File: src/hw/rtl/qft_pkg.sv
// ----------------------------------------------------------------------------
// qft_pkg
// Shared types and constants of the quoted field tokenizer.
// ----------------------------------------------------------------------------
package qft_pkg;

  localparam int LineBitsDefault = 20;
  localparam int LineOutW        = 20;

  localparam logic [7:0] CharQuote   = 8'h22;
  localparam logic [7:0] CharNewline = 8'h0a;
  localparam logic [7:0] CharSpace   = 8'h20;
  localparam logic [7:0] CharCr      = 8'h0d;
  localparam logic [7:0] CharTab     = 8'h09;
  localparam logic [7:0] CharNul     = 8'h00;

  typedef enum logic [1:0] {
    KindByte  = 2'd0,
    KindField = 2'd1,
    KindLine  = 2'd2,
    KindError = 2'd3
  } kind_e;

  typedef enum logic [1:0] {
    ModeNormal = 2'd0,
    ModeString = 2'd1,
    ModeQuote  = 2'd2,
    ModeFailed = 2'd3
  } mode_e;

  typedef struct packed {
    kind_e                kind;
    logic [7:0]           data;
    logic [LineOutW-1:0]  line;
    logic                 last;
  } result_t;

endpackage

File: src/hw/rtl/qft_lexer.sv
// ----------------------------------------------------------------------------
// qft_lexer
// Lexer state and per-byte decode: up to two results for each request.
// ----------------------------------------------------------------------------
module qft_lexer import qft_pkg::*; #(
  parameter int LineBits = LineBitsDefault
) (
  input  logic          clk_i,
  input  logic          rst_ni,
  input  logic          en_i,
  input  logic [7:0]    byte_i,
  input  logic          end_i,
  output logic [1:0]    num_o,
  output result_t [1:0] res_o
);

  localparam int ExtW = LineBits + LineOutW;

  mode_e                mode_q, mode_d;
  logic                 field_open_q, field_open_d;
  logic                 has_fields_q, has_fields_d;
  logic                 halted_q, halted_d;
  logic [LineBits-1:0]  lines_q, lines_d;
  logic [LineBits-1:0]  lines_inc;
  logic [ExtW-1:0]      ext_cur, ext_inc;
  logic [LineOutW-1:0]  line_cur, line_inc;
  logic                 is_sep;

  assign lines_inc = (lines_q == '1) ? lines_q : lines_q + LineBits'(1);
  assign ext_cur   = {{LineOutW{1'b0}}, lines_q};
  assign ext_inc   = {{LineOutW{1'b0}}, lines_inc};
  assign line_cur  = ext_cur[LineOutW-1:0];
  assign line_inc  = ext_inc[LineOutW-1:0];
  assign is_sep    = (byte_i == CharSpace) || (byte_i == CharCr) ||
                     (byte_i == CharTab) || (byte_i == CharNul);

  always_comb begin
    mode_d       = mode_q;
    field_open_d = field_open_q;
    has_fields_d = has_fields_q;
    halted_d     = halted_q;
    lines_d      = lines_q;
    num_o        = 2'd0;
    res_o[0]     = '{kind: KindByte, data: 8'h00, line: line_cur, last: 1'b1};
    res_o[1]     = '{kind: KindLine, data: 8'h00, line: line_cur, last: 1'b1};
    if (halted_q) begin
      if (mode_q == ModeFailed) begin
        num_o         = 2'd1;
        res_o[0].kind = KindError;
        res_o[0].line = line_inc;
      end
    end else if (end_i) begin
      mode_d       = ModeNormal;
      halted_d     = 1'b1;
      field_open_d = 1'b0;
      has_fields_d = 1'b0;
      if (field_open_q) begin
        num_o         = 2'd2;
        res_o[0].kind = KindField;
        res_o[0].last = 1'b0;
      end else if (has_fields_q) begin
        num_o         = 2'd1;
        res_o[0].kind = KindLine;
      end
    end else if (mode_q == ModeString) begin
      if (byte_i == CharNewline) begin
        mode_d        = ModeFailed;
        halted_d      = 1'b1;
        num_o         = 2'd1;
        res_o[0].kind = KindError;
        res_o[0].line = line_inc;
      end else if (byte_i == CharQuote) begin
        mode_d = ModeQuote;
      end else begin
        field_open_d  = 1'b1;
        num_o         = 2'd1;
        res_o[0].data = byte_i;
      end
    end else if (mode_q == ModeQuote && byte_i == CharQuote) begin
      mode_d        = ModeString;
      field_open_d  = 1'b1;
      num_o         = 2'd1;
      res_o[0].data = byte_i;
    end else begin
      mode_d = ModeNormal;
      if (byte_i == CharQuote) begin
        mode_d = ModeString;
      end else if (byte_i == CharNewline) begin
        lines_d      = lines_inc;
        field_open_d = 1'b0;
        has_fields_d = 1'b0;
        res_o[1].line = line_inc;
        if (field_open_q) begin
          num_o         = 2'd2;
          res_o[0].kind = KindField;
          res_o[0].last = 1'b0;
        end else begin
          num_o         = 2'd1;
          res_o[0].kind = KindLine;
          res_o[0].line = line_inc;
        end
      end else if (is_sep) begin
        if (field_open_q) begin
          num_o         = 2'd1;
          res_o[0].kind = KindField;
          field_open_d  = 1'b0;
          has_fields_d  = 1'b1;
        end
      end else begin
        field_open_d  = 1'b1;
        num_o         = 2'd1;
        res_o[0].data = byte_i;
      end
    end
  end

  always_ff @(posedge clk_i or negedge rst_ni) begin
    if (!rst_ni) begin
      mode_q       <= ModeNormal;
      field_open_q <= 1'b0;
      has_fields_q <= 1'b0;
      halted_q     <= 1'b0;
      lines_q      <= '0;
    end else if (en_i) begin
      mode_q       <= mode_d;
      field_open_q <= field_open_d;
      has_fields_q <= has_fields_d;
      halted_q     <= halted_d;
      lines_q      <= lines_d;
    end
  end

  assert property (@(posedge clk_i) disable iff (!rst_ni)
    (halted_q && mode_q != ModeFailed) |-> (num_o == 2'd0))
    else $error("results after stream end");
  assert property (@(posedge clk_i) disable iff (!rst_ni)
    (mode_q == ModeFailed) |-> halted_q)
    else $error("failed mode without halt");
  assert property (@(posedge clk_i) disable iff (!rst_ni)
    (en_i && !halted_q && !end_i && byte_i != CharNewline) |=> $stable(lines_q))
    else $error("line count moved without newline");

endmodule

File: src/hw/rtl/quoted_field_tokenizer.sv
// ----------------------------------------------------------------------------
// quoted_field_tokenizer
// Splits a byte stream into fields and lines, honouring quoted strings.
// ----------------------------------------------------------------------------
// Output: registered; results appear in the cycle after the request is taken.
// Flow: one request per cycle while each gives at most one result and the
// output is not stalled; a request giving two results stalls the input until
// the first is out (two-entry buffer: one result per cycle unless stalled).
// Reset: asynchronous, active low; lexer normal, line count zero, buffer empty.
module quoted_field_tokenizer import qft_pkg::*; #(
  parameter int LineBits = LineBitsDefault
) (
  input  logic        clk_i,
  input  logic        rst_ni,
  input  logic        in_valid_i,
  output logic        in_stall_o,
  input  logic [7:0]  in_byte_i,
  input  logic        stream_end_i,
  output logic        out_valid_o,
  input  logic        out_stall_i,
  output logic [1:0]  kind_o,
  output logic [7:0]  out_byte_o,
  output logic [19:0] line_number_o,
  output logic        run_last_o
);

  logic          push, pop;
  logic [1:0]    res_num;
  result_t [1:0] res;
  result_t [1:0] buf_q, buf_d;
  logic [1:0]    count_q, count_d;

  assign in_stall_o = (count_q == 2'd2) || ((count_q == 2'd1) && out_stall_i);
  assign push       = in_valid_i && !in_stall_o;
  assign pop        = out_valid_o && !out_stall_i;

  qft_lexer #(
    .LineBits(LineBits)
  ) u_lexer (
    .clk_i  (clk_i),
    .rst_ni (rst_ni),
    .en_i   (push),
    .byte_i (in_byte_i),
    .end_i  (stream_end_i),
    .num_o  (res_num),
    .res_o  (res)
  );

  always_comb begin
    buf_d   = buf_q;
    count_d = count_q - {1'b0, pop};
    if (pop && count_q == 2'd2) begin
      buf_d[0] = buf_q[1];
    end
    if (push) begin
      buf_d   = res;
      count_d = res_num;
    end
  end

  always_ff @(posedge clk_i or negedge rst_ni) begin
    if (!rst_ni) begin
      count_q <= 2'd0;
    end else begin
      count_q <= count_d;
    end
  end

  always_ff @(posedge clk_i) begin
    buf_q <= buf_d;
  end

  assign out_valid_o   = (count_q != 2'd0);
  assign kind_o        = buf_q[0].kind;
  assign out_byte_o    = buf_q[0].data;
  assign line_number_o = buf_q[0].line;
  assign run_last_o    = buf_q[0].last;

  assert property (@(posedge clk_i) disable iff (!rst_ni)
    count_q != 2'd3)
    else $error("result buffer overflow");
  assert property (@(posedge clk_i) disable iff (!rst_ni)
    (push && res_num == 2'd2) |=> (count_q == 2'd2 && !run_last_o))
    else $error("pair of results lost");
  assert property (@(posedge clk_i) disable iff (!rst_ni)
    (count_q == 2'd2) |-> !buf_q[0].last)
    else $error("first of a pair marked last");

endmodule
File: config.mk
export PLATFORM = sky130hd
export DESIGN_NAME = quoted_field_tokenizer
export DESIGN_NICKNAME = d
export VERILOG_FILES = /design/src/hw/rtl/qft_pkg.sv /design/src/hw/rtl/qft_lexer.sv /design/src/hw/rtl/quoted_field_tokenizer.sv
export SDC_FILE = /design/constraint.sdc
export NUM_CORES = 1
export LEC_CHECK = 0
export BUFFER_PORTS_ARGS = -buffer_cell sky130_fd_sc_hd__buf_2
export CAP_MARGIN = 25
export CELL_PAD_IN_SITES_DETAIL_PLACEMENT = 1
export CELL_PAD_IN_SITES_GLOBAL_PLACEMENT = 2
export CORE_UTILIZATION = 41
export DETAILED_ROUTE_END_ITERATION = 16
export PLACE_DENSITY_LB_ADDON = 0.1
export SLEW_MARGIN = 25
export SYNTH_ARGS = -nofsm -noshare
export SYNTH_HDL_FRONTEND = slang
export SYNTH_SLANG_ARGS = --single-unit
File: constraint.sdc
create_clock -name clk_i -period 6.48 [get_ports clk_i]
set_clock_uncertainty 0.05 [all_clocks]
set_input_delay 1.296 -clock clk_i [delete_from_list [all_inputs] [get_ports clk_i]]
set_output_delay 1.296 -clock clk_i [all_outputs]
set_load 0.01 [all_outputs]
# Word-level counts from Yosys, hierarchy flattened
# Index checks and enable logic that the tools add are counted.
# Widths: inputs -> output; s select.
[totals]
ff_bits = 78
out_inout_bits = 33
[op_classes]
addsub = 2
n_eq_ne = 18
muxes = 81
n_bitwise = 1
n_reduce_logical = 19
[op_table]
columns = ["cell", "count"]
rows = [
  ["$mux 31", 7],
  ["$mux 20", 10],
  ["$mux 2", 25],
  ["$mux 8", 6],
  ["$mux 21", 2],
  ["$mux 30", 1],
  ["$mux 1", 29],
  ["$mux 28", 1],
  ["$eq 8x4->1 const B", 3],
  ["$add 20x1->20 const B", 1],
  ["$eq 20x20->1 const B", 1],
  ["$eq 8x6->1 const B", 2],
  ["$ne 3x3->1 const B", 3],
  ["$logic_not 8->1", 1],
  ["$reduce_and 7->1", 1],
  ["$eq 2x2->1 const B", 3],
  ["$ne 2x2->1 const B", 3],
  ["$reduce_bool 3->1", 2],
  ["$logic_and 1x1->1", 5],
  ["$reduce_and 5->1", 1],
  ["$eq 2x1->1 const B", 2],
  ["$logic_or 1x1->1", 4],
  ["$ne 4x4->1 const B", 1],
  ["$reduce_bool 2->1", 2],
  ["4 further kinds", 5],
]

# Longest topological paths before layout
[depth]
ltp_word = 16
mapped_depth = 9
depth_no_buf = 7

# Cells and area by module
# Synthesis repeated with hierarchy kept, for this count alone.
[unflattened]
cells_unflattened = 706
area_unflattened_um2 = 6723.9
[by_module_without_submodules]
columns = ["module", "instances", "cells_each", "area_each_um2"]
rows = [
  ["quoted_field_tokenizer", 1, 335, 3953.8],
  ["qft_lexer", 1, 371, 2770.2],
]

# Least setup slack after synthesis
# OpenSTA, ideal clock, no wires.
[synth_path]
kind = "input to register"
start = "in out_stall_i"
end = "reg buf_q, in the netlist kind_o[0], enable pin"
arrival_ns = 3.829
required_ns = 5.954
path_slack_ns = 2.125
stages = 3
n_path_buf = 0
path_cell_list = "nand2_1 -> a21oi_1 -> a311oi_1"
[synth_between]
elab_chain_cells = 5
elab_cells_between_ends = 8
[synth_rtl]
columns = ["item", "line_no", "text"]
rows = [
  ["start, declared", "quoted_field_tokenizer.sv:20", "input logic out_stall_i,"],
  ["$logic_and 1x1->1", "quoted_field_tokenizer.sv:33", "assign in_stall_o = (count_q == 2'd2) || ((count_q == 2'd1) && out_stall_i);"],
  ["$logic_or 1x1->1", "quoted_field_tokenizer.sv:33", ""],
  ["$logic_not 1->1", "quoted_field_tokenizer.sv:34", "assign push = in_valid_i && !in_stall_o;"],
  ["$logic_and 1x1->1", "quoted_field_tokenizer.sv:34", ""],
  ["$reduce_bool 2->1 (no line) *", "--", ""],
  ["end signal, assigned", "quoted_field_tokenizer.sv:70", "buf_q <= buf_d;"],
  ["end, declared", "quoted_field_tokenizer.sv:30", "result_t [1:0] buf_q, buf_d;"],
]
# Every way passes the cells marked *; elsewhere a longest branch is shown, timed or not.
# A chain may end at the register's enable or synchronous reset.

# Final worst setup path
[layout_path]
start = "in in_byte_i[0]"
end = "reg u_lexer.lines_q[1] (netlist: u_lexer.line_cur[1])"
[layout_between]
elab_chain_cells = 7
elab_cells_between_ends = 9
[layout_rtl]
columns = ["item", "line_no", "text"]
rows = [
  ["start, declared", "quoted_field_tokenizer.sv:17", "input logic [7:0] in_byte_i,"],
  ["$eq 8x4->1", "qft_lexer.sv:88", "end else if (byte_i == CharNewline) begin"],
  ["$mux 20 (2 in a row)", "--", ""],
  ["$mux 20 * (4 in a row)", "--", ""],
  ["end signal, assigned", "qft_lexer.sv:129", "lines_q <= lines_d;"],
  ["end, declared", "qft_lexer.sv:23", "logic [LineBits-1:0] lines_q, lines_d;"],
]
# Marks and branches as above.

==> metrics.md <==
| Metric | Value |
|---|---|
| List of cells traversed by the critical path | buf_2 -> nor4b_4 -> nand4_1 -> nor2_1 -> nand2_1 -> mux2_2 |
| Peak supply drop | ~0.14 mV |
| Root buffer selected by CTS | sky130_fd_sc_hd__clkbuf_16 |
| Placeable core region | 12,100 sq um |
| Starting DRC count in detailed routing | between 200 and 300 |
| Number of enable-type register cells in the synthesized netlist | just over 50 |
| Endpoint of the worst register-to-register path | line_number_o[17] |
| Final Slew Violations | 0 |
| Fin Setup TNS | 0 ps |
| Drt first pass iters | 4 |
| CTS H-tree depth | 3 |
| Post-detailed-route DRC marker count | 0 |
| Layout cell share with drive strength beyond 1 | ~16% |
| Weighted congestion at the end of routability-driven global placement | 0.855 |
| Total Routed Length | ~15,000 um |
| Clock transition at the registers of the reported paths | 70 ps |
| Hold-fix buffers at CTS | 0 |
| Latest clock arrival within the worst-skew pair | around 350 ps |
| Max capacitance violation total | 0 |
| Share of async-settable or async-resettable flops after synthesis | 34.6% |
| Tightest Hold Check Type | flop to flop |
| Synth cell types | 75 |
| Period Utilization, post-route | between 50% and 60% |
| Fmax | 0.265 GHz |
| Flop-to-flop setup slack | ~3300 ps |
| Wire length of the first global-routing pass | 23,900 um |
| Total number of yosys warnings | 0 |
| Via density per instance | approximately 6 |
| Worst min-delay path startpoint | u_lexer.has_fields_q |
| Full die area | between 10,000 and 15,000 sq um |
| Critical Path Fanout Max | 13 |
| Run status | finished, final reports clean |
| I/O Buffers | 45 |
| Critical path data required time | roughly 6700 ps |
| Antenna Nets Post-Route | 0 |
| R2R Path Start | u_lexer.line_cur[1] |
| Per-cell routed wire length | 21.5 um |
| Cell count of the worst reg-to-reg path | 7 |
| Detail Placement HPWL | around 11,000 um |
| Final number of hold-violating endpoints | 0 |
| Number of nets at the end of the flow | about 550 |
| Clock tree from TritonCTS | done |
| Data arrival time of the critical path | between 3000 and 4000 ps |
| Critical Path End Type | flop |
| Final critical path time including I/O delays and setup | 3770 ps |
| Floorplan die height | 113 um |
| Power density of the placed cells | ~280 nW/um^2 |
| Cts repair resizes | 0 |
| Number of antenna diodes | 0 |
| Design Power | about 1.6 mW |
| Most common library cell in the layout ignoring fill and taps | sky130_fd_sc_hd__nand2_1 |
| TritonCTS Buffers | 9 |
| Flip-flop and latch count after synthesis | between 70 and 80 |
| Number of primary I/O pins | 46 |
| Vias in the first global route | ~4k |
| Synthesized cell area | 5080 sq um |
| Placed instance area | 5160 sq um |
| Syn Inst Count | roughly 550 |
| Number of cell rows | 40 |
| Post-route insts no fill | 710 |
| Remaining global-route overflow | 0 |
| Syn Nets | between 500 and 600 |
| Detailed-route via count | 4,164 |
| Commonest non-fill, non-tap cells in the layout | 54 x sky130_fd_sc_hd__nand2_1, 51 x sky130_fd_sc_hd__edfxtp_1, 46 x sky130_fd_sc_hd__nor2_1 |
| Number of antenna violations at the first check in global routing | 0 |
| Hold slack | around 470 ps |
| Unrepaired setup endpoints after global routing | no |
| CP Launch Type | input pin |
| Type of the setup path with the least slack | input pin to flop |
| Hold-critical path endpoint | u_lexer.has_fields_q |
| Post-route cell area | between 5000 and 6000 sq um |
| Setup Viol. Count Final | 0 |
| Dpl cells | between 600 and 700 |
| Largest net degree at the start of global routing | 32 |
| Largest stage delay, worst path | roughly 930 ps |
| CTS Buffer Depth | 2 |
| Sink count of the clock tree | 78 |
| Slowest cell on the critical path | sky130_fd_sc_hd__nor2_1 |
| Dominant register cell in the synthesized netlist | sky130_fd_sc_hd__edfxtp_1 |
| Chip width | 113 um |
| Worst relative slew slack | between 30% and 40% |
| Slew at the pin closest to its max-slew limit | 979 ps |
| Area added between synthesis and finish | 7.48% |
| Leakage power summed over all cells | 2.05 nW |
| Initial standard-cell utilization of the core | between 40% and 50% |
| Total Routing Usage GR | 25.0% |
| Worst hold stages | 1 |
| Avg Inst Size Synth | between 9 and 10 sq um |
| Sequential fraction of the synthesis area | about 43% |
| Post-CTS setup buffer count | 0 |
## cell families (layout without fill, tap and decap cells)
family / count (synthesis) / after routing / share of synthesized area, %
AOI/OAI and AO/OA: 118 / 118 / 15.4
DFF: 78 / 78 / 43.4
adders and majority gates: 2 / 2 / 0.492
xor gates and xnor gates: 40 / 40 / 6.89
muxes: 10 / 10 / 2.07
and+or+nand+nor: 222 / 222 / 23.2
buffers and inverters: 76 / 72 / 8.61
## worst max-delay path, delay by kind of cell
family | cells | cell delay, ps
buffers and inverters | 1 | 150
AND/OR/NAND/NOR | 4 | 2170
multiplexers | 1 | 350
## cell type report
type	instances	area [sq um]
Multi-Input combinational cell	392	2460
Tap cell	168	210
Sequential cell	78	2210
Inverter	6	22.5
Clock inverter	7	80.1
Timing Repair Buffer	50	263
Fill cell	1378	6600
Clock buffer	9	225
## flip-flops by register name, summed over array words and instances, names as in the netlist
| register | flops |
|---|---|
| u_lexer.mode_q | 2 |
| u_lexer.has_fields_q | 1 |
| count_q | 2 |
| out_byte_o | 8 |
| line_number_o | 20 |
| u_lexer.field_open_q | 1 |
| buf_q | 20 |
| run_last_o | 1 |
| kind_o | 2 |
| u_lexer.line_cur | 20 |
| u_lexer.halted_q | 1 |
## cell usage after synthesis, types with 3 or more instances
cell / n / area share, %
sky130_fd_sc_hd__mux2_2: 4 / 0.89
sky130_fd_sc_hd__nand2b_1: 5 / 0.62
sky130_fd_sc_hd__inv_1: 5 / 0.37
sky130_fd_sc_hd__xor2_1: 22 / 3.8
sky130_fd_sc_hd__nor2b_1: 4 / 0.49
sky130_fd_sc_hd__nor2_1: 46 / 3.4
sky130_fd_sc_hd__and2_1: 10 / 1.2
sky130_fd_sc_hd__a31oi_1: 7 / 0.86
sky130_fd_sc_hd__nor3b_1: 3 / 0.44
sky130_fd_sc_hd__buf_4: 35 / 5.2
sky130_fd_sc_hd__o21ai_0: 29 / 2.9
sky130_fd_sc_hd__and4_1: 4 / 0.69
sky130_fd_sc_hd__nand3_1: 20 / 2.0
sky130_fd_sc_hd__clkbuf_1: 15 / 1.1
sky130_fd_sc_hd__dfrtp_1: 27 / 13
sky130_fd_sc_hd__o221ai_1: 3 / 0.52
sky130_fd_sc_hd__and3_1: 8 / 0.98
sky130_fd_sc_hd__xnor2_1: 18 / 3.1
sky130_fd_sc_hd__a21oi_1: 33 / 3.2
sky130_fd_sc_hd__edfxtp_1: 51 / 30
sky130_fd_sc_hd__nor4_1: 8 / 0.98
sky130_fd_sc_hd__nand4_1: 18 / 2.2
sky130_fd_sc_hd__nand2_1: 54 / 4.0
sky130_fd_sc_hd__mux2i_1: 6 / 1.2
sky130_fd_sc_hd__o211ai_1: 4 / 0.59
sky130_fd_sc_hd__buf_1: 3 / 0.22
sky130_fd_sc_hd__nor3_1: 20 / 2.0
sky130_fd_sc_hd__o21a_1: 3 / 0.44
sky130_fd_sc_hd__or3_1: 4 / 0.49
sky130_fd_sc_hd__o21ai_1: 3 / 0.30
sky130_fd_sc_hd__buf_2: 16 / 1.6
sky130_fd_sc_hd__a22oi_1: 3 / 0.44
## worst max path at each step
stage                     depth (start not counted)         start                   end
after floorplan                                   3   out_stall_i             kind_o[0]
after global placement                            6  in_byte_i[0]   u_lexer.line_cur[1]
after detailed placement                          6  in_byte_i[0]   u_lexer.line_cur[1]
after CTS                                         7  in_byte_i[0]  u_lexer.line_cur[13]
after global routing                              7  in_byte_i[0]  u_lexer.line_cur[13]
final                                             6  in_byte_i[0]   u_lexer.line_cur[1]
## layer usage
metal	track usage [%]	part of all wire, %
met1	34.3	48
met5	0	0
met2	39.2	46
met3	5.68	4.5
met4	7.98	1.6
## metrics by stage
| step | util, % | setup WS (ps) |
|---|---|---|
| 2_1_floorplan | - | 2130 |
| 3_3_place_gp | 42.8 | 2480 |
| 3_5_place_dp | 42.8 | 2400 |
| 4_1_cts | 45.3 | 2770 |
| 5_1_grt | 45.3 | 2470 |
| 6_report | 45.3 | 2710 |
## power by group
part | internal, mW | switching (mW)
clock network | 0.302 | 0.225
registers | 0.666 | 0.0362
logic | 0.112 | 0.216
Power figures use the tool's default switching activity.
